<file path="config.mk">
export PLATFORM = sky130hd
export DESIGN_NAME = sd64_front
export DESIGN_NICKNAME = d
export VERILOG_FILES = /design/src/rtl/signed_divide_64_by_32_macros.svh /design/src/rtl/sd64_pkg.sv /design/src/rtl/sd64_front.sv
export SDC_FILE = /design/constraint.sdc
export NUM_CORES = 1
export LEC_CHECK = 0
export ABC_AREA = 0
export BUFFER_PORTS_ARGS = -buffer_cell sky130_fd_sc_hd__buf_2
export CELL_PAD_IN_SITES_DETAIL_PLACEMENT = 1
export CELL_PAD_IN_SITES_GLOBAL_PLACEMENT = 2
export CORE_UTILIZATION = 31
export CTS_CLUSTER_DIAMETER = 30
export DETAILED_ROUTE_END_ITERATION = 16
export PLACE_DENSITY_LB_ADDON = 0.1
export SYNTH_ARGS = -nofsm -noshare
export SYNTH_HDL_FRONTEND = slang
export SYNTH_SLANG_ARGS = --single-unit
</file>
<file path="constraint.sdc">
create_clock -name clk -period 1.5 [get_ports clk]
set_input_delay 0.075 -clock clk [delete_from_list [all_inputs] [get_ports clk]]
set_output_delay 0.075 -clock clk [all_outputs]
set_load 0.02 [all_outputs]
</file>
<file path="src/rtl/signed_divide_64_by_32_macros.svh">
// assertion helpers for the divider
`ifndef SIGNED_DIVIDE_64_BY_32_MACROS_SVH
`define SIGNED_DIVIDE_64_BY_32_MACROS_SVH

// same-cycle implication, checked outside reset
`define SD64_ASSERT_NOW(label, ante, cons, msg) \
    label: assert property (@(posedge clk) disable iff (!rst_n) (ante) |-> (cons)) \
        else $error(msg);

// next-cycle implication, checked outside reset
`define SD64_ASSERT_NEXT(label, ante, cons, msg) \
    label: assert property (@(posedge clk) disable iff (!rst_n) (ante) |=> (cons)) \
        else $error(msg);

`endif

</file>
<file path="src/rtl/sd64_pkg.sv">
package sd64_pkg;

    localparam int DIVIDEND_W = 64;
    localparam int DIVISOR_W  = 32;
    localparam int NUM_STEPS  = DIVIDEND_W;

    // payload carried from cell to cell
    typedef struct packed {
        logic [DIVIDEND_W-1:0] num;   // dividend magnitude, next bit at the top
        logic [DIVISOR_W-1:0]  rem;   // partial remainder, below den unless the divisor is zero
        logic [DIVISOR_W-1:0]  den;   // divisor magnitude
        logic [DIVISOR_W-1:0]  quo;   // quotient bits gathered so far
        logic                  neg;   // result must be negated
        logic                  zero;  // divisor was zero
    } sd64_stage_t;

endpackage

</file>
<file path="src/rtl/sd64_front.sv">
module sd64_front
    import sd64_pkg::*;
(
    input  logic                   clk,
    input  logic                   rst_n,
    input  logic                   advance,
    input  logic                   in_valid,
    input  logic [DIVIDEND_W-1:0]  dividend,
    input  logic [DIVISOR_W-1:0]   divisor,
    output logic                   out_valid,
    output sd64_stage_t            out_stage
);

    logic        valid_reg;
    sd64_stage_t stage_reg;
    sd64_stage_t stage_next;

    // sign and magnitude of both operands
    always_comb
    begin
        stage_next.num  = dividend[DIVIDEND_W-1] ? (~dividend + 1'b1) : dividend;
        stage_next.den  = divisor[DIVISOR_W-1] ? (~divisor + 1'b1) : divisor;
        stage_next.rem  = '0;
        stage_next.quo  = '0;
        stage_next.neg  = dividend[DIVIDEND_W-1] ^ divisor[DIVISOR_W-1];
        stage_next.zero = (divisor == '0);
    end

    // valid flag
    always_ff @(posedge clk or negedge rst_n)
    begin
        if (!rst_n)
        begin
            valid_reg <= 1'b0;
        end
        else if (advance)
        begin
            valid_reg <= in_valid;
        end
    end

    // payload
    always_ff @(posedge clk)
    begin
        if (advance)
        begin
            stage_reg <= stage_next;
        end
    end

    assign out_valid = valid_reg;
    assign out_stage = stage_reg;

endmodule

</file>
# Yosys cells after proc, flatten, opt, wreduce, memory -nomap -nowiden
# Index checks and enable logic that the tools add are counted.
classes:
  addsub: 2
  multipliers: 0
  div: 0
  order_cmp: 0
  eq_ne: 0
  shifts: 0
  muxes: 2
  bitwise: 3
  n_reduce_logical: 1
ops:
  columns: ["op", "count"]
  rows:
  - ["adder 64 x 1 -> 64 bit (second input constant)", 1]
  - ["NOT 64 bit", 1]
  - ["2-to-1 mux 63 bit", 1]
  - ["adder 32 x 1 -> 32 bit (second input constant)", 1]
  - ["zero test 32 bit", 1]
  - ["NOT 32 bit", 1]
  - ["2-to-1 mux 31 bit", 1]
  - ["XOR 1 bit", 1]
totals:
  reg_bits: 99
  latch_bits: 0
  ram_bits: 0
  romBits: 0
  in_bits: 100
  out_inout_bits: 163
  memories: 0

# Logic depth before layout (Yosys ltp)
# Gate-level depths: netlist of run 1.
logic_depth:
  word_depth: 3
  mapped_depth: 7
  mapped_depth_nobuf: 7

# Worst setup path after synthesis of run 1
# No wires, ideal clock.
synth_timing:
  path_kind: "input -> register"
  from: "input divisor[1]"
  to: "register stage_reg (netlist bit out_stage[50]), data pin"
  setup_time_ps: 262
  arrival_time_ps: 1846
  required_ps: 1238
  slack_ps: -608
  stages: 7
  cell_sequence: "inv_1 ha_1 or4b_2 or2_2 or3_1 o31ai_1 xnor2_1"
synth_rtl:
  columns: ["item", "line_no", "rtl"]
  rows:
  - ["from (decl)", "sd64_front.sv:9", "input logic [DIVISOR_W-1:0] divisor,"]
  - ["to (signal assigned)", "sd64_front.sv:47", "stage_reg <= stage_next;"]
  - ["to (decl)", "sd64_front.sv:15", "sd64_stage_t stage_reg;"]

==> results of run 1 <==
flip-flops by register name (all words and copies together), names as in the netlist:
register   count
out_valid      1
out_stage     98
metal layers:
layer  track usage  vias up  part of all wire
met5             0        -                 0
met4        0.0495        0             0.015
met3        0.0526       14             0.065
met2         0.358      152              0.54
met1         0.221     2476              0.39
li1              -     2378                 -
repair_timing:
item                                    CTS  global route
setup buffers                            28            23
endpoints found under the setup margin   66            75
resized for setup                       141            55
hold buffers                              3             0
endpoints found under the hold margin     3             0
pin swaps                                59            49
Yosys cell counts, types with 2 or more instances:
cell / count
nand4_1: 4
buf_4: 64
xnor2_1: 89
nor3_1: 5
nand2_1: 31
xor2_1: 2
o21ai_0: 32
ha_1: 2
nor2_1: 10
buf_2: 2
or4_1: 13
clkbuf_1: 9
o41ai_2: 6
nor4_1: 12
nand3_1: 7
or3_1: 12
o31ai_1: 22
or4_2: 2
nand2b_1: 5
o41ai_1: 13
nor4_4: 3
buf_6: 2
edfxtp_1: 98
inv_1: 5
or2_2: 5
path summary, 6_finish.rpt:
check	end	slack, ns
setup / recovery	out_stage[152]	-0.33
hold / removal	out_valid	0.03
setup reg to reg	out_valid	0.76
hold reg to reg	out_valid	0.51
max in group asynchronous	out_valid	1.38
min in group clk	out_stage[127]	0.04
critical path, stage by stage:
cell and delay [ns]:
buf_6 0.09, or4_4 0.57, buf_12 0.15, nor4_4 0.21, buf_6 0.15, buf_4 0.11
nand3_4 0.11, buf_4 0.17, o31ai_4 0.20, xnor2_1 0.10
logic make-up (layout without fill, tap and decap cells):
kind of cell,count (synthesis),after routing,share of synthesized area
multiplexers,1,1,0.00199
other,1,66,0.000662
adder cells (fa/ha/maj),2,2,0.00442
buffers and inverters,82,391,0.0999
AND/OR/NAND/NOR,119,119,0.132
flip-flops,99,99,0.524
XOR/XNOR,91,91,0.141
AO/OA/AOI/OAI,74,74,0.0962
cell type report:
cell class | instances | area (sq um) | share of cell area
multi-input combinational | 351 | 3470 | 0.359
clock buffer | 10 | 229 | 0.0237
timing repair buffer | 371 | 2590 | 0.268
clock inverter | 5 | 78.8 | 0.00815
antenna | 2 | 5.00 | 0.000518
tap | 229 | 287 | 0.0296
sequential | 99 | 2970 | 0.307
inverter | 5 | 36.3 | 0.00375
power by group:
group | leakage, nW | switching [mW] | internal, mW
clock | 0.152 | 1.06 | 1.45
sequential | 0.970 | 0.0768 | 3.39
combinational | 2.88 | 1.22 | 0.802
total | 4.00 | 2.35 | 5.64
==> impl_metrics.json, run 1 <==
{
  "drive_above_1_share": 0.617,
  "ant_nets": 0,
  "drt_wl_total_mm": 18.7,
  "syn_area_sq_um": 5660,
  "rsz0062_at_grt": "true",
  "path_max_fanout": 4,
  "max_freq_mhz": 547,
  "maxSlewHeadroom": 0.618,
  "outcome": "finished with violations",
  "ios": 263,
  "async_reset_ff_frac": 0.0101,
  "required_ns": 1.60,
  "via_per_inst": 4.68,
  "ys.flop_type": "edfxtp_1",
  "worst_ir_drop_vdd_mv": 0.510,
  "die_height_um": 137,
  "placementRows": 49,
  "tns_ns": -11.62,
  "r2r_start": "out_valid",
  "die_area_sq_um": 18800,
  "grt_max_degree": 66,
  "yosysTopAreaCell": "edfxtp_1",
  "mostFrequentLayoutCells": "185 x buf_2, 134 x buf_4, 98 x edfxtp_1, 82 x xnor2_1, 64 x conb_1",
  "grt_antenna_before_repair": 2,
  "syn_to_final_growth_pct": 70.8,
  "initial_core_util": 0.316,
  "setup_violations": 64,
  "period_needed_ns": 1.83,
  "grtUsageTotal": 0.195,
  "synth-seq-cells": 99,
  "r2r_cells": 1,
  "drtIter0Drc": 151,
  "yosysUniqueCellTypes": 39,
  "cts_tree": "yes",
  "pre_cts_slack_ns": -0.829,
  "detailed_place_hpwl_mm": 13.4,
  "grt_pass1_vias": 5180,
  "ys_warn_count": 0,
  "clock_skew_ns": 0,
  "final_common_cell": "buf_2",
  "die_w_um": 137,
  "hold_viol": 0,
  "hold_slack_ns": 0.0336,
  "final_area_sq_um": 9670,
  "clkSlewWorstSetupHoldPaths_ns": 0.07,
  "hp-class": "primary input to asynchronous set/reset pin",
  "place.port_buffers": 198,
  "worst_slack_ns": -0.330,
  "clockBufferDepth": 2,
  "fp.coreArea_sq_um": 17900,
  "worst_pin_slew_ns": 0.573,
  "vias": 5020,
  "synth_edf_count": 98,
  "placed_area_sq_um": 7950,
  "synthDominantCellAreaShare": 0.520,
  "grt_pass1_wl_mm": 27.8,
  "p_leak_nw": 4.00,
  "cts_buffers": 9,
  "startpoint": "dividend[2]",
  "final.fill_count": 1910,
  "final.period_utilization": 1.22,
  "start_kind": "primary input",
  "pwr_density_cell_nw_per_um2": 827,
  "drt-pass1-iter-count": 4,
  "design_power_total_mw": 8.00,
  "drv_cap": 0,
  "syn_inst": 469,
  "clkLatencyLatePin_ns": 0.34,
  "final_cell_count_no_fill": 1072,
  "slew_violations": 0,
  "critPathCaptureType": "flop",
  "cts_sinks": 99,
  "cts-root-buf": "clkbuf_16",
  "synth-seq-area-share": 0.524,
  "fin_util": 0.540,
  "worstSetupPathType": "primary input to flop",
  "overflow": 0,
  "placed_cells": 1011,
  "synth_area_leaders": "edfxtp_1 52%, xnor2_1 14%, buf_4 8.5%",
  "avgSynthCellArea_sq_um": 12.1,
  "fin_nets": 939,
  "wl_per_cell_um": 17.5,
  "violations": "negative setup slack",
  "drc": 0,
  "htreeDepth": 3,
  "gp_congestion": 0.801,
  "cp.arrival_ns": 1.93
}
Power figures use the tool's default switching activity.
==> run 2, diff against run 1 <==
- SKIP_LAST_GASP: not set -> 1
==> impl_metrics.json, run 2 (synthesis gave the netlist of run 1 again) <==
{
  "cts_sinks": 99,
  "gp_congestion": 0.801,
  "drtIter0Drc": 148,
  "htreeDepth": 3,
  "overflow": 0,
  "hold_slack_ns": 0.0365,
  "worst_slack_ns": -0.347,
  "grt_max_degree": 66,
  "cp.arrival_ns": 1.94,
  "drive_above_1_share": 0.617,
  "place.port_buffers": 198,
  "maxSlewHeadroom": 0.611,
  "worst_pin_slew_ns": 0.584,
  "die_area_sq_um": 18800,
  "drt-pass1-iter-count": 4,
  "final.fill_count": 1903,
  "setup_violations": 66,
  "cts_tree": "yes",
  "drt_wl_total_mm": 18.8,
  "regArea_sq_um": 2970,
  "placementRows": 49,
  "detailed_place_hpwl_mm": 13.4,
  "worst_ir_drop_vdd_mv": 0.503,
  "largest_register_ffs": 98,
  "grt_antenna_before_repair": 1,
  "wl_per_cell_um": 17.6,
  "grt_pass1_vias": 5132,
  "clkLatencyLatePin_ns": 0.34,
  "grt_pass1_wl_mm": 27.8,
  "pwr_density_cell_nw_per_um2": 830,
  "initial_core_util": 0.316,
  "worstPathCellList": "buf_6, or4_4, buf_4, nor4_1, nand4_1, o31ai_4, xnor2_1",
  "clock_skew_ns": 0,
  "critPathCaptureType": "flop",
  "via_per_inst": 4.68,
  "mostFrequentLayoutCells": "184 x buf_2, 137 x buf_4, 98 x edfxtp_1, 83 x xnor2_1, 64 x conb_1",
  "hp-class": "primary input to asynchronous set/reset pin",
  "clockBufferDepth": 2,
  "die_height_um": 137,
  "grtUsageTotal": 0.195,
  "drv_cap": 0,
  "fp.coreArea_sq_um": 17900,
  "start_kind": "primary input",
  "ant_nets": 0,
  "clkSlewWorstSetupHoldPaths_ns": 0.06,
  "multi_input_area_sq_um": 3430,
  "slowest_stage": "or4_4",
  "drc": 0,
  "fin_nets": 938,
  "path_max_fanout": 3,
  "slew_violations": 0,
  "violations": "negative setup slack",
  "crit_family": "simple AND/OR/NAND/NOR gates",
  "hold_viol": 0,
  "die_w_um": 137,
  "tns_ns": -11.49,
  "outcome": "finished with violations",
  "period_needed_ns": 1.85,
  "p_leak_nw": 3.96,
  "cts_buffers": 9,
  "required_ns": 1.59,
  "final_common_cell": "buf_2",
  "rsz0062_at_grt": "true",
  "ios": 263,
  "syn_to_final_growth_pct": 70.0,
  "cts-root-buf": "clkbuf_16",
  "cpPeakStageDelay_ns": 0.57,
  "critPathBufInv": 2,
  "final.period_utilization": 1.23,
  "max_freq_mhz": 541,
  "vias": 5012,
  "worstSetupPathType": "primary input to flop"
}
## run 2: per-stage QoR
stage          cells  instance area, sq um   util  total power, mW  setup slack, ns
5_1_grt         1069                  9620  0.537             8.30           -0.416
2_1_floorplan    532                  6210      -             4.58           -0.555
3_5_place_dp    1011                  7950  0.444             5.34           -0.829
6_report        1070                  9620  0.538             7.98           -0.347
4_1_cts         1053                  9220  0.515             8.01           -0.295
3_3_place_gp    1011                  7950  0.444             5.29           -0.816
## run 2: worst paths after layout
kind / endpoint / slack [ns] / cells after the start / startpoint
worst max register to register: out_valid / 0.76 / 1 / out_valid
worst min-delay path: out_valid / 0.04 / 2 / rst_n
worst max-delay path: out_stage[147] / -0.35 / 7 / dividend[26]
worst min register to register: out_valid / 0.51 / 1 / out_valid
min in group clk: out_stage[127] / 0.04 / 2 / dividend[29]
max in group asynchronous: out_valid / 1.38 / 2 / rst_n
## run 2: power by group
group | internal, mW | switching (mW) | leakage (nW)
Combinational | 0.801 | 1.22 | 2.84
Clock | 1.45 | 1.05 | 0.152
Sequential | 3.39 | 0.0763 | 0.970
Total | 5.64 | 2.34 | 3.96
## run 2: cell type report
cell class	count	area share
multi-input combinational	351	0.357
sequential	99	0.308
timing repair buffer	370	0.269
tap	229	0.0298
clock buffer	10	0.0238
clock inverter	5	0.00819
inverter	5	0.00377
antenna	1	0.000260
## run 2: what timing repair did
item,4_1_cts,5_1_grt
endpoints found under the hold margin,3,0
endpoints found under the setup margin,66,74
setup buffers,28,19
pin swaps,59,41
hold buffers,3,0
resized for setup,135,50
## run 2: per-layer routing
layer | vias to the layer above | part of all wire | track usage
met5 | - | 0 | 0
met4 | 0 | 0.014 | 0.0574
met3 | 14 | 0.060 | 0.0415
met1 | 2472 | 0.38 | 0.225
li1 | 2366 | - | -
met2 | 160 | 0.54 | 0.359
==> run 3, diff against run 2 <==
- ABC_AREA: 0 -> 1
- CORE_UTILIZATION: 31 -> 29
- PLACE_DENSITY: not set -> 0.9
- PLACE_DENSITY_LB_ADDON: 0.1 -> not set
- SKIP_LAST_GASP: 1 -> not set
==> impl_metrics.json, run 3 <==
{
  "outcome": "complete, no violations",
  "tns_ns": 0,
  "critPathCaptureType": "flop",
  "ys_warn_count": 0,
  "fin_util": 0.376,
  "hp-class": "primary input to asynchronous set/reset pin",
  "syn_inst": 844,
  "drc": 0,
  "ant_nets": 0,
  "hold_slack_ns": 0.0379,
  "die_height_um": 154,
  "avgSynthCellArea_sq_um": 7.95,
  "required_ns": 1.71,
  "syn_area_sq_um": 6710,
  "detailed_place_hpwl_mm": 18.4,
  "die_w_um": 154,
  "overflow": 0,
  "cts_tree": "yes",
  "final_common_cell": "nand2_1",
  "worstSetupPathType": "primary input to flop",
  "final.period_utilization": 0.879,
  "ios": 263,
  "grt_pass1_wl_mm": 34.3,
  "die_area_sq_um": 23700,
  "grt_pass1_vias": 6453,
  "fp.coreArea_sq_um": 22600,
  "synth_edf_count": 98,
  "clock_skew_ns": 0,
  "placed_area_sq_um": 8180,
  "final_area_sq_um": 8520,
  "rsz0062_at_grt": "false",
  "synth-seq-cells": 99,
  "wl_per_cell_um": 16.2,
  "cts_sinks": 99,
  "yosysUniqueCellTypes": 41,
  "pwr_density_cell_nw_per_um2": 898,
  "placementRows": 55,
  "drt_wl_total_mm": 22.5,
  "synth-seq-area-share": 0.442,
  "vias": 6331,
  "cts-root-buf": "clkbuf_16",
  "ys.flop_type": "edfxtp_1",
  "fin_nets": 1198,
  "cp.arrival_ns": 1.53,
  "yosysTopAreaCell": "edfxtp_1",
  "synthDominantCellAreaShare": 0.439,
  "clockBufferDepth": 2,
  "largest_register_ffs": 98,
  "grt_antenna_before_repair": 2,
  "path_max_fanout": 4,
  "via_per_inst": 4.56,
  "initial_core_util": 0.296,
  "final.fill_count": 2822,
  "synth_area_leaders": "edfxtp_1 44%, nand2_1 14%, nor2_1 8.1%",
  "grt_max_degree": 57,
  "ys_top_cells_by_count": "259 x nand2_1, 144 x nor2_1, 98 x edfxtp_1",
  "grtUsageTotal": 0.190,
  "start_kind": "primary input",
  "reg2reg_slack_ns": 0.76,
  "yosysMostFrequentCell": "nand2_1",
  "p_leak_nw": 3.85,
  "place.port_buffers": 198,
  "async_reset_ff_frac": 0.0101,
  "design_power_total_mw": 7.65,
  "mostFrequentLayoutCells": "259 x nand2_1, 197 x buf_2, 144 x nor2_1, 98 x edfxtp_1, 64 x conb_1",
  "clkSlewWorstSetupHoldPaths_ns": 0.07,
  "htreeDepth": 3,
  "hold_viol": 0,
  "cts_buffers": 9,
  "post_cts_buffers": 0,
  "period_needed_ns": 1.32,
  "drv_cap": 0,
  "drtIter0Drc": 301,
  "drive_above_1_share": 0.271,
  "syn_to_final_growth_pct": 27.0,
  "gp_congestion": 0.897,
  "setup_violations": 0,
  "max_freq_mhz": 759,
  "slew_violations": 0,
  "worst_ir_drop_vdd_mv": 0.460,
  "drt-pass1-iter-count": 4,
  "clkLatencyLatePin_ns": 0.34
}
## run 3: cell count changes after synthesis, sizes merged, moves of 29 or more
cell / change
nand2: +237
nand3: +44
xnor2: -70
nor2: +148
inv: +59
xor2: +29
## run 3: cells by family (layout without fill, tap and decap cells)
kind of cell    count (synthesis)  in the layout  share of synthesized area
simple gates                  502            502                      0.319
buf+inv                       139            333                      0.117
flops                          99             99                      0.442
compound gates                 50             50                     0.0502
xor+xnor                       50             50                     0.0653
fa+ha+maj                       2              2                    0.00373
other cells                     1             66                   0.000559
mux                             1              1                    0.00168
## run 3: per-stage QoR
step	setup WS (ns)	instances
global placement	-0.119	1365
detailed placement	-0.190	1365
global route	0.0446	1388
finish	0.182	1388
CTS	0.155	1386
floorplan	0.248	907
## run 3: report_power, final
part	internal, mW	switching, mW	total (mW)	leakage [nW]
clock network	1.27	1.10	2.37	0.138
logic	0.584	1.26	1.84	2.75
registers	3.36	0.0794	3.44	0.969
## run 3: layout make-up
type	count	area (sq um)	area share
sequential	99	2970	0.348
inverter	65	244	0.0286
timing repair buffer	252	1470	0.173
clock inverter	7	58.8	0.00690
tap	285	357	0.0419
clock buffer	9	225	0.0264
antenna	2	5.00	0.000587
multi-input combinational	669	3190	0.374
## run 3: worst max-delay path, stage by stage
cell	delay, ns
buf_2	0.11
inv_1	0.09
ha_1	0.22
nand2_1	0.10
nor2_1	0.14
nand2_1	0.11
o21ai_2	0.33
buf_4	0.18
nand3_1	0.06
nand2_1	0.11
## run 3: worst paths after layout
path                              startpoint             end  depth (start not counted)
worst min register to register     out_valid       out_valid                          1
worst max register to register     out_valid       out_valid                          1
min in group clk                dividend[12]  out_stage[110]                          2
worst max-delay path             dividend[0]  out_stage[158]                         10
worst min-delay path                   rst_n       out_valid                          2
max in group asynchronous              rst_n       out_valid                          2
## run 3: repair_timing
action                                  CTS  global route
endpoints found under the setup margin    0             1
hold endpoints to repair                  5             0
hold buffers                              5             0
gates resized for setup                   0             1
## run 3: per-layer routing
layer,up-vias,global-route usage,part of all wire
met5,-,0,0
li1,3106,-,-
met4,0,0.0552,0.012
met3,16,0.0220,0.053
met1,2991,0.237,0.43
met2,218,0.341,0.50
