[src/rtl/signed_divide_64_by_32_macros.svh]
// assertion helpers for the divider
`ifndef SIGNED_DIVIDE_64_BY_32_MACROS_SVH
`define SIGNED_DIVIDE_64_BY_32_MACROS_SVH

// same-cycle implication, checked outside reset
`define SD64_ASSERT_NOW(label, ante, cons, msg) \
    label: assert property (@(posedge clk) disable iff (!rst_n) (ante) |-> (cons)) \
        else $error(msg);

// next-cycle implication, checked outside reset
`define SD64_ASSERT_NEXT(label, ante, cons, msg) \
    label: assert property (@(posedge clk) disable iff (!rst_n) (ante) |=> (cons)) \
        else $error(msg);

`endif

[src/rtl/sd64_pkg.sv]
package sd64_pkg;

    localparam int DIVIDEND_W = 64;
    localparam int DIVISOR_W  = 32;
    localparam int NUM_STEPS  = DIVIDEND_W;

    // payload carried from cell to cell
    typedef struct packed {
        logic [DIVIDEND_W-1:0] num;   // dividend magnitude, next bit at the top
        logic [DIVISOR_W-1:0]  rem;   // partial remainder, below den unless the divisor is zero
        logic [DIVISOR_W-1:0]  den;   // divisor magnitude
        logic [DIVISOR_W-1:0]  quo;   // quotient bits gathered so far
        logic                  neg;   // result must be negated
        logic                  zero;  // divisor was zero
    } sd64_stage_t;

endpackage

[src/rtl/sd64_cell.sv]
module sd64_cell
    import sd64_pkg::*;
(
    input  logic         clk,
    input  logic         rst_n,
    input  logic         advance,
    input  logic         in_valid,
    input  sd64_stage_t  in_stage,
    output logic         out_valid,
    output sd64_stage_t  out_stage
);

    logic                 valid_reg;
    sd64_stage_t          stage_reg;
    sd64_stage_t          stage_next;
    logic [DIVISOR_W:0]   shifted;
    logic [DIVISOR_W+1:0] diff;
    logic                 fits;

    // one restoring step: shift in the next dividend bit, try to subtract
    always_comb
    begin
        shifted = {in_stage.rem, in_stage.num[DIVIDEND_W-1]};
        diff    = {1'b0, shifted} - {2'b00, in_stage.den};
        fits    = ~diff[DIVISOR_W+1];

        stage_next      = in_stage;
        stage_next.num  = {in_stage.num[DIVIDEND_W-2:0], 1'b0};
        stage_next.rem  = fits ? diff[DIVISOR_W-1:0] : shifted[DIVISOR_W-1:0];
        stage_next.quo  = {in_stage.quo[DIVISOR_W-2:0], fits};
    end

    // valid flag
    always_ff @(posedge clk or negedge rst_n)
    begin
        if (!rst_n)
        begin
            valid_reg <= 1'b0;
        end
        else if (advance)
        begin
            valid_reg <= in_valid;
        end
    end

    // payload
    always_ff @(posedge clk)
    begin
        if (advance)
        begin
            stage_reg <= stage_next;
        end
    end

    assign out_valid = valid_reg;
    assign out_stage = stage_reg;

endmodule

[config.mk]
export PLATFORM = sky130hd
export DESIGN_NAME = sd64_cell
export DESIGN_NICKNAME = d
export VERILOG_FILES = /design/src/rtl/signed_divide_64_by_32_macros.svh /design/src/rtl/sd64_pkg.sv /design/src/rtl/sd64_cell.sv
export SDC_FILE = /design/constraint.sdc
export NUM_CORES = 1
export LEC_CHECK = 0
export ABC_AREA = 1
export CORE_MARGIN = 4
export CORE_UTILIZATION = 35
export CTS_BUF_LIST = sky130_fd_sc_hd__clkbuf_2
export CTS_CLUSTER_SIZE = 14
export DETAILED_ROUTE_END_ITERATION = 8
export DONT_BUFFER_PORTS = 1
export HOLD_SLACK_MARGIN = 0.02
export PLACE_DENSITY = 0.47
export REMOVE_ABC_BUFFERS = 1
export SYNTH_ARGS = -nofsm -noshare
export SYNTH_HDL_FRONTEND = slang
export SYNTH_SLANG_ARGS = --single-unit
[constraint.sdc]
create_clock -name clk -period 0.8 [get_ports clk]
set_input_delay 0.12 -clock clk [delete_from_list [all_inputs] [get_ports clk]]
set_output_delay 0.12 -clock clk [all_outputs]
set_load 0.01 [all_outputs]
After elaboration in Yosys (flattened, before gate mapping)
Cells that the tools add are included.
Cells by class
  add/sub/neg operators: 1
  $mul: 0
  div/mod/pow operators: 0
  order comparisons: 0
  equality and inequality tests: 0
  shifts and indexed selects: 0
  mux-type cells: 1
  bitwise operators: 1
  reduce and logical (&&, ||, !) cells: 0
Operators by type and width (count)
  33-bit by 32-bit subtractor with 34-bit output: 1
  32-bit 2-to-1 mux: 1
  1-bit inverter: 1
Word-level totals
  register bits: 162
  latch bits: 0
  bits in writable memories: 0
  ROM bits: 0
  bits of input ports: 166
  output and inout port bits: 163
  logic and storage cells: 10
  memories kept: 0

Depth between registers and ports, before layout
Gate-level depths: netlist (run 1).
  word-level depth: 2
  mapped depth: 15
  depth with buffers taken out: 15

Least setup slack after synthesis (run 1)
OpenSTA, ideal clock, no wires.
  path type: input to register
  from: input port in_stage[161] (netlist bit)
  to: register stage_reg (netlist bit out_stage[94]) (data pin)
  setup time: 0.252 ns
  data arrival time: 1.530 ns
  data required time: 0.548 ns
  setup slack: -0.983 ns
  stages on the path: 14
  path buffers: 0
  cells stage by stage: inv_1 > ha_1 > inv_1 > fa_1 > nand3_1 > nand3_1 > nand2_1 > nand2_1 > nand2_1 > nand2_1 > nand2_1 > nand3_1 > nand3_2 > nand2_1
RTL lines
  from (decl): line sd64_cell.sv:8  | input sd64_stage_t in_stage,
  to (signal assigned): line sd64_cell.sv:51  | stage_reg <= stage_next;
  to (decl): line sd64_cell.sv:14  | sd64_stage_t stage_reg;

==> summary.txt, run 1 <==
Layout
  • Fin util: 64.4%
  • Ratio of cells with drive above 1 in the final layout: 40.4%
  • Area growth from synthesis to final layout: 81.3%
  • Final Net Count: 1482
  • Filler Cells Inserted: 1746
  • Multi-input gate area: 0.00397 sq mm
  • Flip-flop and latch area: 0.00486 sq mm

Logic synthesis
  • Ys flop type: edfxtp_1
  • Post-Syn Area: 0.00802 sq mm
  • Syn avg cell area: 9.97 sq um
  • Post-synth ARST share: 0.617%
  • Cell with the most instances after synthesis: nand2_1
  • Largest area contributor in the netlist: edfxtp_1
  • Synth warn: 0
  • Register bit total from synthesis: 162
  • Top cells by count, synth: nand2_1 (264), edfxtp_1 (161), inv_1 (142), nand3_1 (58), nor2_1 (40)
  • Top cell type's share of synthesized area: 60.3%
  • EDFF count, synth: 161
  • Top post-synthesis cells by area: edfxtp_1 (60%), nand2_1 (12%), inv_1 (6.6%)
  • Sequential cell area fraction in the yosys report: 60.6%
  • Unique masters post-synth: 33
  • Cells after Synth: 804

Timing
  • # setup viols final: 196
  • Final Hold Fails: 170
  • Unrepaired setup endpoints after global routing: yes
  • Tmin final: 1.67 ns
  • Final worst path period share: 209%
  • Final hold slack: -0.564 ns
  • Fmax: 597 MHz
  • Setup slack after layout: -0.874 ns
  • Clock Skew: 0 ns
  • Final Max Tran Viols: 0

Global routing
  • Largest net degree at the start of global routing: 163
  • Initial antenna violation count: 2
  • First-pass GRT wire length: 46.0 mm
  • Gr ovfl total: 0
  • Vias in the first global route: 7734
  • All-Layer GR Usage: 23.4%

Routing
  • DRT Pass-1 Iters: 5
  • DRC viols: 0
  • Routed WL: 31.2 mm
  • Post-DRT Antenna Nets: 0
  • Wire per inst: 19.7 um
  • Vias: 7470
  • Vias per cell: 4.72
  • DR iter-0 viols: 373

Worst setup path
  • Worst-path cell chain: dlygate4sd3_1, ha_4, nand2_4, inv_2, nand2_2, nand3_2, a21oi_4, nor2_4, nor2_4, buf_6, buf_8, buf_12, nand3_2, nand2_1
  • CP Data Required Time: 1.41 ns
  • Worst Reg-to-Reg Cells: 1
  • Startpoint Class: primary input
  • CP Buf/Inv Count: 5
  • End of the critical path: out_stage[78]
  • FF-to-FF Start: out_valid
  • CP Depth: 14
  • CP Class: primary input to flop
  • Critical path fanouts, max: 7
  • CP max-delay cell: dlygate4sd3_1
  • Worst Setup End Kind: flop
  • Delay-heaviest family, CP: buffers and inverters
  • Critical path arrival: 2.29 ns
  • R2R Setup Slk: -0.04 ns
  • CP startpoint: in_stage[84]
  • Critical path's largest stage delay: 0.67 ns
  • Reg-to-reg endpoint: out_valid

Floorplanning
  • Die W: 159 um
  • Starting Density: 35.5%
  • Ports: 329
  • Std-Cell Core Area: 0.0226 sq mm
  • Die area: 0.0254 sq mm
  • Die height: 159 um
  • # rows: 55

CTS
  • Total CTS buffers: 17
  • Worst-path clk slew: 0.33 ns
  • Root buf cell: clkbuf_2
  • Clock sink count: 162
  • Clk buf depth: 2
  • CTS tree: yes
  • Clk_lat worst skew: 0.75 ns
  • H-tree depth: 4

Placed design
  • Routability cong.: 0.870
  • # port buffers: 0
  • Pre-CTS WS: -1.23 ns
  • DP Wirelength: 19.3 mm

Power
  • Power, Total: 22100 uW
  • Maximum vdd drop: 0.750 mV
  • Power per Cell Area: 1520 mW/mm^2
  • Leakage: 0.00628 uW

Min path
  • Hold WC Path Type: primary input to flop

Run
  • Max cap viols: 0

Status
  • Failing checks: negative hold slack, negative setup slack
  • Status: finished with violations
[per-layer routing]
metal | track usage [%] | share of wire (%)
met1 | 26.7 | 39
met2 | 43.3 | 53
met3 | 6.19 | 5.6
met4 | 6.00 | 2.5
met5 | 0 | 0
[how the worst min path moves through the flow]
stage / startpoint / end / slack, ns / depth (start not counted)
after floorplan: rst_n / out_valid / -0.18 / 0
after global placement: rst_n / out_valid / -0.18 / 0
after detailed placement: rst_n / out_valid / -0.18 / 0
after CTS: in_stage[38] / out_stage[38] / -0.65 / 0
after global routing: advance / out_stage[66] / -0.69 / 0
final: advance / out_stage[66] / -0.56 / 0
[cells in the final DEF, fill, tap and decap left out, types with 3 or more instances in the layout]
master,synthesis,routed
buf_16,0,5
nor2_2,3,9
clkbuf_2,0,24
inv_6,0,4
inv_8,0,5
nand3_2,14,41
inv_4,0,6
inv_1,142,99
xor2_1,15,14
a21oi_4,0,4
edfxtp_1,161,161
and2_4,0,3
dlygate4sd3_1,0,284
nand2_4,1,27
nor2_4,1,21
nand4_1,7,7
nand3_4,0,16
ha_4,0,31
nand2_2,4,87
nor3_2,1,3
and2_1,10,7
nor2_1,40,14
buf_6,2,23
nand3b_1,5,5
inv_2,3,38
buf_4,2,135
buf_12,1,7
a21oi_2,1,9
nand3_1,58,15
a21oi_1,18,6
buf_8,0,5
buf_2,5,3
nand2_1,264,154
clkinv_8,0,3
[flip-flops by register name, indices dropped and copies added (netlist names)]
name / cells
out_stage: 161
out_valid: 1
[per-stage QoR]
step / instances / setup TNS, ns / area (sq um)
floorplan: 794 / -41.32 / 7940
global placement: 1193 / -36.85 / 9200
detailed placement: 1193 / -37.24 / 9200
CTS: 1513 / -124.18 / 13400
global route: 1583 / -139.05 / 14500
finish: 1583 / -119.81 / 14500
[cell type report]
type / count / area share (%)
diodes: 2 / 0.0344
repair buffers: 470 / 31.2
clock buffers: 17 / 0.585
clock inverters: 15 / 1.11
multi-input cells: 487 / 27.3
flip-flops and latches: 162 / 33.4
inverters: 145 / 3.91
well taps: 285 / 2.45
[kinds of logic after synthesis]
kind of cell,count (synthesis),synth area share (%)
simple gates,414,22.9
flops,162,60.6
buf+inv,155,7.82
fa+ha+maj,33,5.24
compound gates,23,1.58
xor+xnor,15,1.64
other cells,1,0.0468
mux,1,0.140
[power breakdown]
| part | leakage, uW | internal, uW | switching (uW) |
|---|---|---|---|
| registers | 0.00159 | 10300 | 846 |
| clock network | 0.000147 | 1050 | 3620 |
| logic | 0.00455 | 3300 | 2970 |
[what timing repair did]
action                                  in CTS  in global routing
pin swaps                                   97                 95
setup buffers                               39                  9
hold buffers                               247                 61
endpoints found under the hold margin      324                217
gates resized for setup                    246                245
endpoints found under the setup margin     195                196
cloned                                       5                  0
(Power assumes the default switching activity.)
==> run 2: changes to the inputs <==
--- a/config.mk
+++ b/config.mk
@@ -6,7 +6,6 @@
 export NUM_CORES = 1
 export LEC_CHECK = 0
 export ABC_AREA = 1
-export CORE_MARGIN = 4
 export CORE_UTILIZATION = 35
 export CTS_BUF_LIST = sky130_fd_sc_hd__clkbuf_2
 export CTS_CLUSTER_SIZE = 14
==> run 2 against run 1 <==
Net effect:
- the flow still finishes with violations (negative hold slack, negative setup slack)
- sequential power about the same
- register-to-register slack got worse by 0.19 ns
- routed wire length decreased by 5.8%
- power fell by 1.6%
- clock power barely moved
- setup slack better by 0.12 ns
- clock skew is the same
- largest power group unchanged
- combinational power fell by 4.6%
- core utilization fell by 2.0 points
==> summary.txt, run 2 (same netlist as run 1, synthesis figures left out) <==
Worst setup path
  • Critical path's largest stage delay: 0.60 ns (was 0.67 ns)
  • Worst-path cell chain: buf_6, dlygate4sd3_1, fa_2, nand3_2, nand3_2, nand2_1, nand2_2, nand2_2, nand2_4, buf_6, xor2_1, nand2_2, nand2_1 (was dlygate4sd3_1, ha_4, nand2_4, inv_2, nand2_2, nand3_2, a21oi_4, nor2_4, nor2_4, buf_6, buf_8, buf_12, nand3_2, nand2_1)
  • Critical path arrival: 2.09 ns (was 2.29 ns)
  • CP max-delay cell: dlygate4sd3_1 (unchanged)
  • Top cell by count, worst path: nand2_2
  • Worst Setup End Kind: flop (unchanged)
  • CP Class: primary input to flop (unchanged)
  • Startpoint Class: primary input (unchanged)
  • CP Buf/Inv Count: 3 (was 5)
  • CP Data Required Time: 1.33 ns (was 1.41 ns)
  • Delay-heaviest family, CP: buffers and inverters (unchanged)
  • Critical path fanouts, max: 4 (was 7)

Layout
  • Most frequent cells in the layout: dlygate4sd3_1 (222), edfxtp_1 (161), nand2_1 (154), buf_4 (148), inv_1 (106) (was dlygate4sd3_1 (284), edfxtp_1 (161), nand2_1 (154), buf_4 (135), inv_1 (99))
  • Commonest non-fill, non-tap cell in the layout: dlygate4sd3_1 (unchanged)
  • Max FFs per register: 161 (unchanged)
  • Flip-flop and latch area: 0.00486 sq mm (unchanged)
  • Design Area, Final: 0.0141 sq mm (was 0.0145 sq mm)
  • Ratio of cells with drive above 1 in the final layout: 42.5% (was 40.4%)
  • Area growth from synthesis to final layout: 75.6% (was 81.3%)
  • Filler Cells Inserted: 1803 (was 1746)
  • Final Net Count: 1433 (was 1482)
  • Multi-input gate area: 0.00402 sq mm (was 0.00397 sq mm)

Floorplanning
  • Die W: 153 um (was 159 um)
  • Std-Cell Core Area: 0.0226 sq mm (unchanged)
  • Ports: 329 (unchanged)
  • Die height: 153 um (was 159 um)
  • Starting Density: 35.5% (unchanged)
  • Die area: 0.0235 sq mm (was 0.0254 sq mm)
  • # rows: 55 (unchanged)

Power
  • Power per Cell Area: 1550 mW/mm^2 (was 1520 mW/mm^2)
  • Maximum vdd drop: 0.908 mV (was 0.750 mV)
  • Leakage: 0.00616 uW (was 0.00628 uW)

CTS
  • Clk buf depth: 2 (unchanged)
  • Worst-path clk slew: 0.34 ns (was 0.33 ns)
  • H-tree depth: 4 (unchanged)
  • Clk_lat worst skew: 0.75 ns (about the same)
  • Root buf cell: clkbuf_2 (unchanged)
  • Clock sink count: 162 (unchanged)
  • Total CTS buffers: 17 (unchanged)
  • CTS tree: yes (unchanged)

Status
  • Failing checks: negative hold slack, negative setup slack (unchanged)
  • Status: finished with violations (unchanged)

Routing
  • DRC viols: 0 (unchanged)
  • Wire per inst: 19.2 um (was 19.7 um)
  • Routed WL: 29.4 mm (was 31.2 mm)
  • Vias per cell: 4.72 (about the same)
  • DR iter-0 viols: 376 (was 373)
  • DRT Pass-1 Iters: 5 (unchanged)
  • Vias: 7240 (was 7470)
  • Post-DRT Antenna Nets: 0 (unchanged)

Placed design
  • Area after DPL: 0.00927 sq mm (was 0.00920 sq mm)
  • Routability cong.: 0.826 (was 0.870)
  • # port buffers: 0 (unchanged)
  • DP Wirelength: 18.1 mm (was 19.3 mm)

Timing
  • Fmax: 645 MHz (was 597 MHz)
  • Setup slack after layout: -0.751 ns (was -0.874 ns)
  • Final worst path period share: 194% (was 209%)
  • Clock Skew: 0 ns (unchanged)
  • Unrepaired setup endpoints after global routing: yes (unchanged)
  • Final Max Tran Viols: 0 (unchanged)
  • Final Hold Fails: 210 (was 170)
  • # setup viols final: 196 (unchanged)
  • Final hold slack: -0.615 ns (was -0.564 ns)
  • Tmin final: 1.55 ns (was 1.67 ns)

Global routing
  • Vias in the first global route: 7611 (was 7734)
  • Largest net degree at the start of global routing: 163 (unchanged)
  • Gr ovfl total: 0 (unchanged)
  • All-Layer GR Usage: 24.6% (was 23.4%)
  • Initial antenna violation count: 1 (was 2)
  • First-pass GRT wire length: 43.3 mm (was 46.0 mm)

Run
  • Max cap viols: 0 (unchanged)

Min path
  • Hold WC Path Type: primary input to flop (unchanged)
==> run 2: changes by cell type in the layout (fill, tap and decap cells not counted), sizes merged <==
cell / delta
dlygate4sd3: -62
clkinv: +1
diode: -1
buf: +16
clkinvlp: -1
nand2: +1
dlymetal6s2s: -1
clkbuf: -3
==> run 2: repair_timing <==
item                                   CTS  global route
setup endpoints to repair              195           196
buffers inserted                        41            23
pin swaps                               90           109
gates resized for setup                244           223
hold buffers                           222            15
gates cloned                             9             0
endpoints found under the hold margin  324           223
==> run 2: area by class of cell <==
class | instances | share of cell area, %
repair buffers | 420 | 28.6
inverters | 145 | 4.07
multi-input cells | 488 | 28.5
flip-flops and latches | 162 | 34.5
clock inverters | 15 | 1.15
well taps | 285 | 2.53
clock buffers | 17 | 0.604
diodes | 1 | 0.0178
==> run 2: per-stage QoR <==
| step | std cells | util (%) | TNS (ns) | worst slack (ns) | power (uW) |
|---|---|---|---|---|---|
| finish | 1533 | 62.4 | -116.03 | -0.751 | 21800 |
| global route | 1533 | 62.4 | -131.45 | -0.783 | 22700 |
| CTS | 1504 | 59.2 | -126.06 | -0.722 | 21200 |
| detailed placement | 1202 | 41.1 | -38.64 | -1.29 | 14500 |
| global placement | 1202 | 41.1 | -38.39 | -1.27 | 14500 |
| floorplan | 794 | - | -41.32 | -1.28 | 12900 |
==> run 2: report_power, final <==
part	internal, uW	switching [uW]	leakage (uW)
combinational	3140	2850	0.00442
clock	1050	3590	0.000149
sequential	10300	821	0.00159
total	14500	7250	0.00616
==> run 2: layer usage <==
layer	up-vias	global-route usage [%]	wire, um
li1	3460	-	-
met5	-	0	0
met1	3471	26.6	11200
met2	252	45.9	15400
met3	57	5.70	1580
met4	0	10.2	1180
==> run 2: worst paths after layout <==
path                               from            end  slack [ns]  cells after the start
max reg2reg                   out_valid      out_valid       -0.23                      3
max in group asynchronous         rst_n      out_valid        0.06                      3
min in group asynchronous         rst_n      out_valid        0.64                      3
min                        in_stage[61]  out_stage[61]       -0.62                      0
min reg2reg                   out_valid      out_valid        0.78                      3
max                        in_stage[66]  out_stage[78]       -0.75                     13
==> run 3: changes to the inputs <==
--- a/config.mk
+++ b/config.mk
@@ -6,6 +6,7 @@
 export NUM_CORES = 1
 export LEC_CHECK = 0
 export ABC_AREA = 1
+export CORE_MARGIN = 10
 export CORE_UTILIZATION = 35
 export CTS_BUF_LIST = sky130_fd_sc_hd__clkbuf_2
 export CTS_CLUSTER_SIZE = 14
==> run 3 against run 2 <==
Net effect:
- the flow still finishes with violations (negative hold slack, negative setup slack)
- clock-buffer cell count did not move
- clock skew unchanged
- setup slack gained 0.012 ns
- sequential power barely moved
- core utilization grew 0.54 points
- flip-flop and latch count unchanged
- global-route usage decreased by 3.6 points
- final cell count unchanged
- non-clock buffer count fell by 1
- critical endpoint is now out_stage[97]
==> summary.txt, run 3 (same netlist as run 1, synthesis figures left out) <==
Routing
  • DRT Pass-1 Iters: 5 (unchanged)
  • Wire per inst: 21.1 um (was 19.2 um)
  • Routed WL: 32.4 mm (was 29.4 mm)
  • Vias: 7198 (was 7240)
  • Vias per cell: 4.70 (was 4.72)
  • Post-DRT Antenna Nets: 0 (unchanged)
  • DR iter-0 viols: 444 (was 376)
  • DRC viols: 0 (unchanged)

Worst setup path
  • Worst Reg-to-Reg Cells: 1 (was 3)
  • Startpoint Class: primary input (unchanged)
  • R2R Setup Slk: 0.02 ns (was -0.23 ns)
  • CP Data Required Time: 1.44 ns (was 1.33 ns)
  • CP Class: primary input to flop (unchanged)
  • Worst Setup End Kind: flop (unchanged)
  • Critical path arrival: 2.18 ns (was 2.09 ns)
  • Reg-to-reg endpoint: out_valid (unchanged)
  • Critical path fanouts, max: 8 (was 4)
  • FF-to-FF Start: out_valid (unchanged)

Layout
  • Area growth from synthesis to final layout: 77.1% (was 75.6%)
  • Ratio of cells with drive above 1 in the final layout: 42.2% (was 42.5%)
  • Max FFs per register: 161 (unchanged)
  • Filler Cells Inserted: 1833 (was 1803)
  • Design Area, Final: 0.0142 sq mm (was 0.0141 sq mm)
  • Commonest non-fill, non-tap cell in the layout: dlygate4sd3_1 (unchanged)
  • Most frequent cells in the layout: dlygate4sd3_1 (237), edfxtp_1 (161), nand2_1 (144), buf_4 (122), inv_1 (104) (was dlygate4sd3_1 (222), edfxtp_1 (161), nand2_1 (154), buf_4 (148), inv_1 (106))
  • Multi-input gate area: 0.00404 sq mm (was 0.00402 sq mm)
  • Fin util: 62.9% (was 62.4%)
  • Flip-flop and latch area: 0.00486 sq mm (unchanged)
  • Final Net Count: 1431 (was 1433)

Floorplanning
  • Die height: 171 um (was 153 um)
  • Ports: 329 (unchanged)
  • Starting Density: 35.5% (unchanged)
  • Die area: 0.0294 sq mm (was 0.0235 sq mm)
  • # rows: 55 (unchanged)
  • Die W: 171 um (was 153 um)
  • Std-Cell Core Area: 0.0226 sq mm (unchanged)

CTS
  • Total CTS buffers: 17 (unchanged)
  • Clk buf depth: 2 (unchanged)
  • Worst-path clk slew: 0.31 ns (was 0.34 ns)
  • Clk_lat worst skew: 0.74 ns (was 0.75 ns)
  • Clock sink count: 162 (unchanged)
  • Root buf cell: clkbuf_2 (unchanged)
  • CTS tree: yes (unchanged)
  • H-tree depth: 4 (unchanged)

Min path
  • Hold path cells: 0 (unchanged)
  • Worst Hold Launch: in_stage[64] (was in_stage[61])
  • Worst hold path endpoint: out_stage[64] (was out_stage[61])
  • Hold WC Path Type: primary input to flop (unchanged)

Timing
  • Clock Skew: 0 ns (unchanged)
  • Final Hold Fails: 202 (was 210)
  • Final worst path period share: 192% (was 194%)
  • # setup viols final: 195 (was 196)
  • Final Max Tran Viols: 0 (unchanged)
  • Final hold slack: -0.580 ns (was -0.615 ns)
  • Tmin final: 1.54 ns (was 1.55 ns)
  • Fmax: 650 MHz (was 645 MHz)
  • Setup slack after layout: -0.739 ns (was -0.751 ns)
  • Unrepaired setup endpoints after global routing: yes (unchanged)

Global routing
  • All-Layer GR Usage: 21.0% (was 24.6%)
  • M3 GR Usage: 6.19% (was 5.70%)
  • First-pass GRT wire length: 46.3 mm (was 43.3 mm)
  • Vias in the first global route: 7399 (was 7611)
  • Largest net degree at the start of global routing: 163 (unchanged)
  • GR Util met2: 37.3% (was 45.9%)
  • Layer with the highest usage: met2 (unchanged)
  • Met1 Usage GRT: 24.1% (was 26.6%)
  • Gr ovfl total: 0 (unchanged)
  • Initial antenna violation count: 2 (was 1)

Status
  • Status: finished with violations (unchanged)
  • Failing checks: negative hold slack, negative setup slack (unchanged)

Placed design
  • # port buffers: 0 (unchanged)
  • Pre-CTS WS: -1.27 ns (was -1.29 ns)
  • Area after DPL: 0.00917 sq mm (was 0.00927 sq mm)
  • DP Wirelength: 21.1 mm (was 18.1 mm)
  • Routability cong.: 0.830 (was 0.826)

Power
  • Leakage: 0.00616 uW (about the same)
  • Maximum vdd drop: 0.932 mV (was 0.908 mV)
  • Power per Cell Area: 1550 mW/mm^2 (about the same)

Run
  • Max cap viols: 0 (unchanged)
-- run 3: cell count changes in the layout (fill, tap and decap cells not counted), sizes merged --
cell and change:
diode +2, nand2 -1, buf -18, inv +1, clkinv -2, dlygate4sd3 +15, clkinvlp +1, clkbuf +1
dlymetal6s2s +1
-- run 3: area by class of cell --
type / instances / share of cell area [%]
sequential: 162 / 34.2
timing repair buffer: 419 / 28.9
multi-input combinational: 487 / 28.4
inverter: 145 / 4.16
tap: 285 / 2.51
clock inverter: 15 / 1.12
clock buffer: 17 / 0.599
antenna: 3 / 0.0529
-- run 3: metrics by stage --
stage / hold slack, ns / total power, uW / cells / setup TNS (ns)
after global routing: -0.672 / 23000 / 1532 / -131.19
after CTS: -0.643 / 21200 / 1486 / -123.89
final: -0.580 / 22000 / 1533 / -115.19
after global placement: -0.176 / 14500 / 1186 / -36.59
after detailed placement: -0.176 / 14500 / 1186 / -37.53
after floorplan: -0.176 / 12900 / 794 / -41.32
-- run 3: how the worst max path moves through the flow --
stage                       start            end  slack, ns  cells past startpoint
floorplan            in_stage[54]  out_stage[66]      -1.28                     12
global placement     in_stage[56]  out_stage[94]      -1.26                     13
detailed placement   in_stage[54]  out_stage[94]      -1.27                     14
CTS                 out_stage[94]  out_stage[94]      -0.71                      0
global route            out_valid      out_valid      -0.77                      1
finish               in_stage[61]  out_stage[97]      -0.74                     15
-- run 3: what timing repair did --
item                                    4_1_cts  5_1_grt
endpoints found under the setup margin      195      196
hold endpoints to repair                    324      220
hold buffers                                235       25
gates cloned                                  5        0
setup buffers                                30       22
resized for setup                           259      277
pin swaps                                    80      109
-- run 3: layer usage --
layer	share of wire [%]	up-vias
li1	-	3472
met1	39	3444
met2	51	242
met3	7.3	40
met4	2.3	0
met5	0	-
-- run 3: worst max-delay path: stages --
cell and delay [ns]:
dlygate4sd3_1 0.55, inv_1 0.10, ha_4 0.22, nand2_4 0.09, inv_2 0.04, nand2_2 0.05
nand2_2 0.06, nand2_2 0.08, nand3_4 0.07, nor2_4 0.21, buf_8 0.19, buf_12 0.12
buf_16 0.13, nand3_2 0.06, nand2_1 0.06
-- run 3: where the power goes --
group / internal (uW) / leakage, uW / switching (uW) / total (uW)
clock: 1040 / 0.000146 / 3580 / 4620
combinational: 3280 / 0.00443 / 2940 / 6220
sequential: 10300 / 0.00159 / 892 / 11200
total: 14600 / 0.00616 / 7410 / 22000
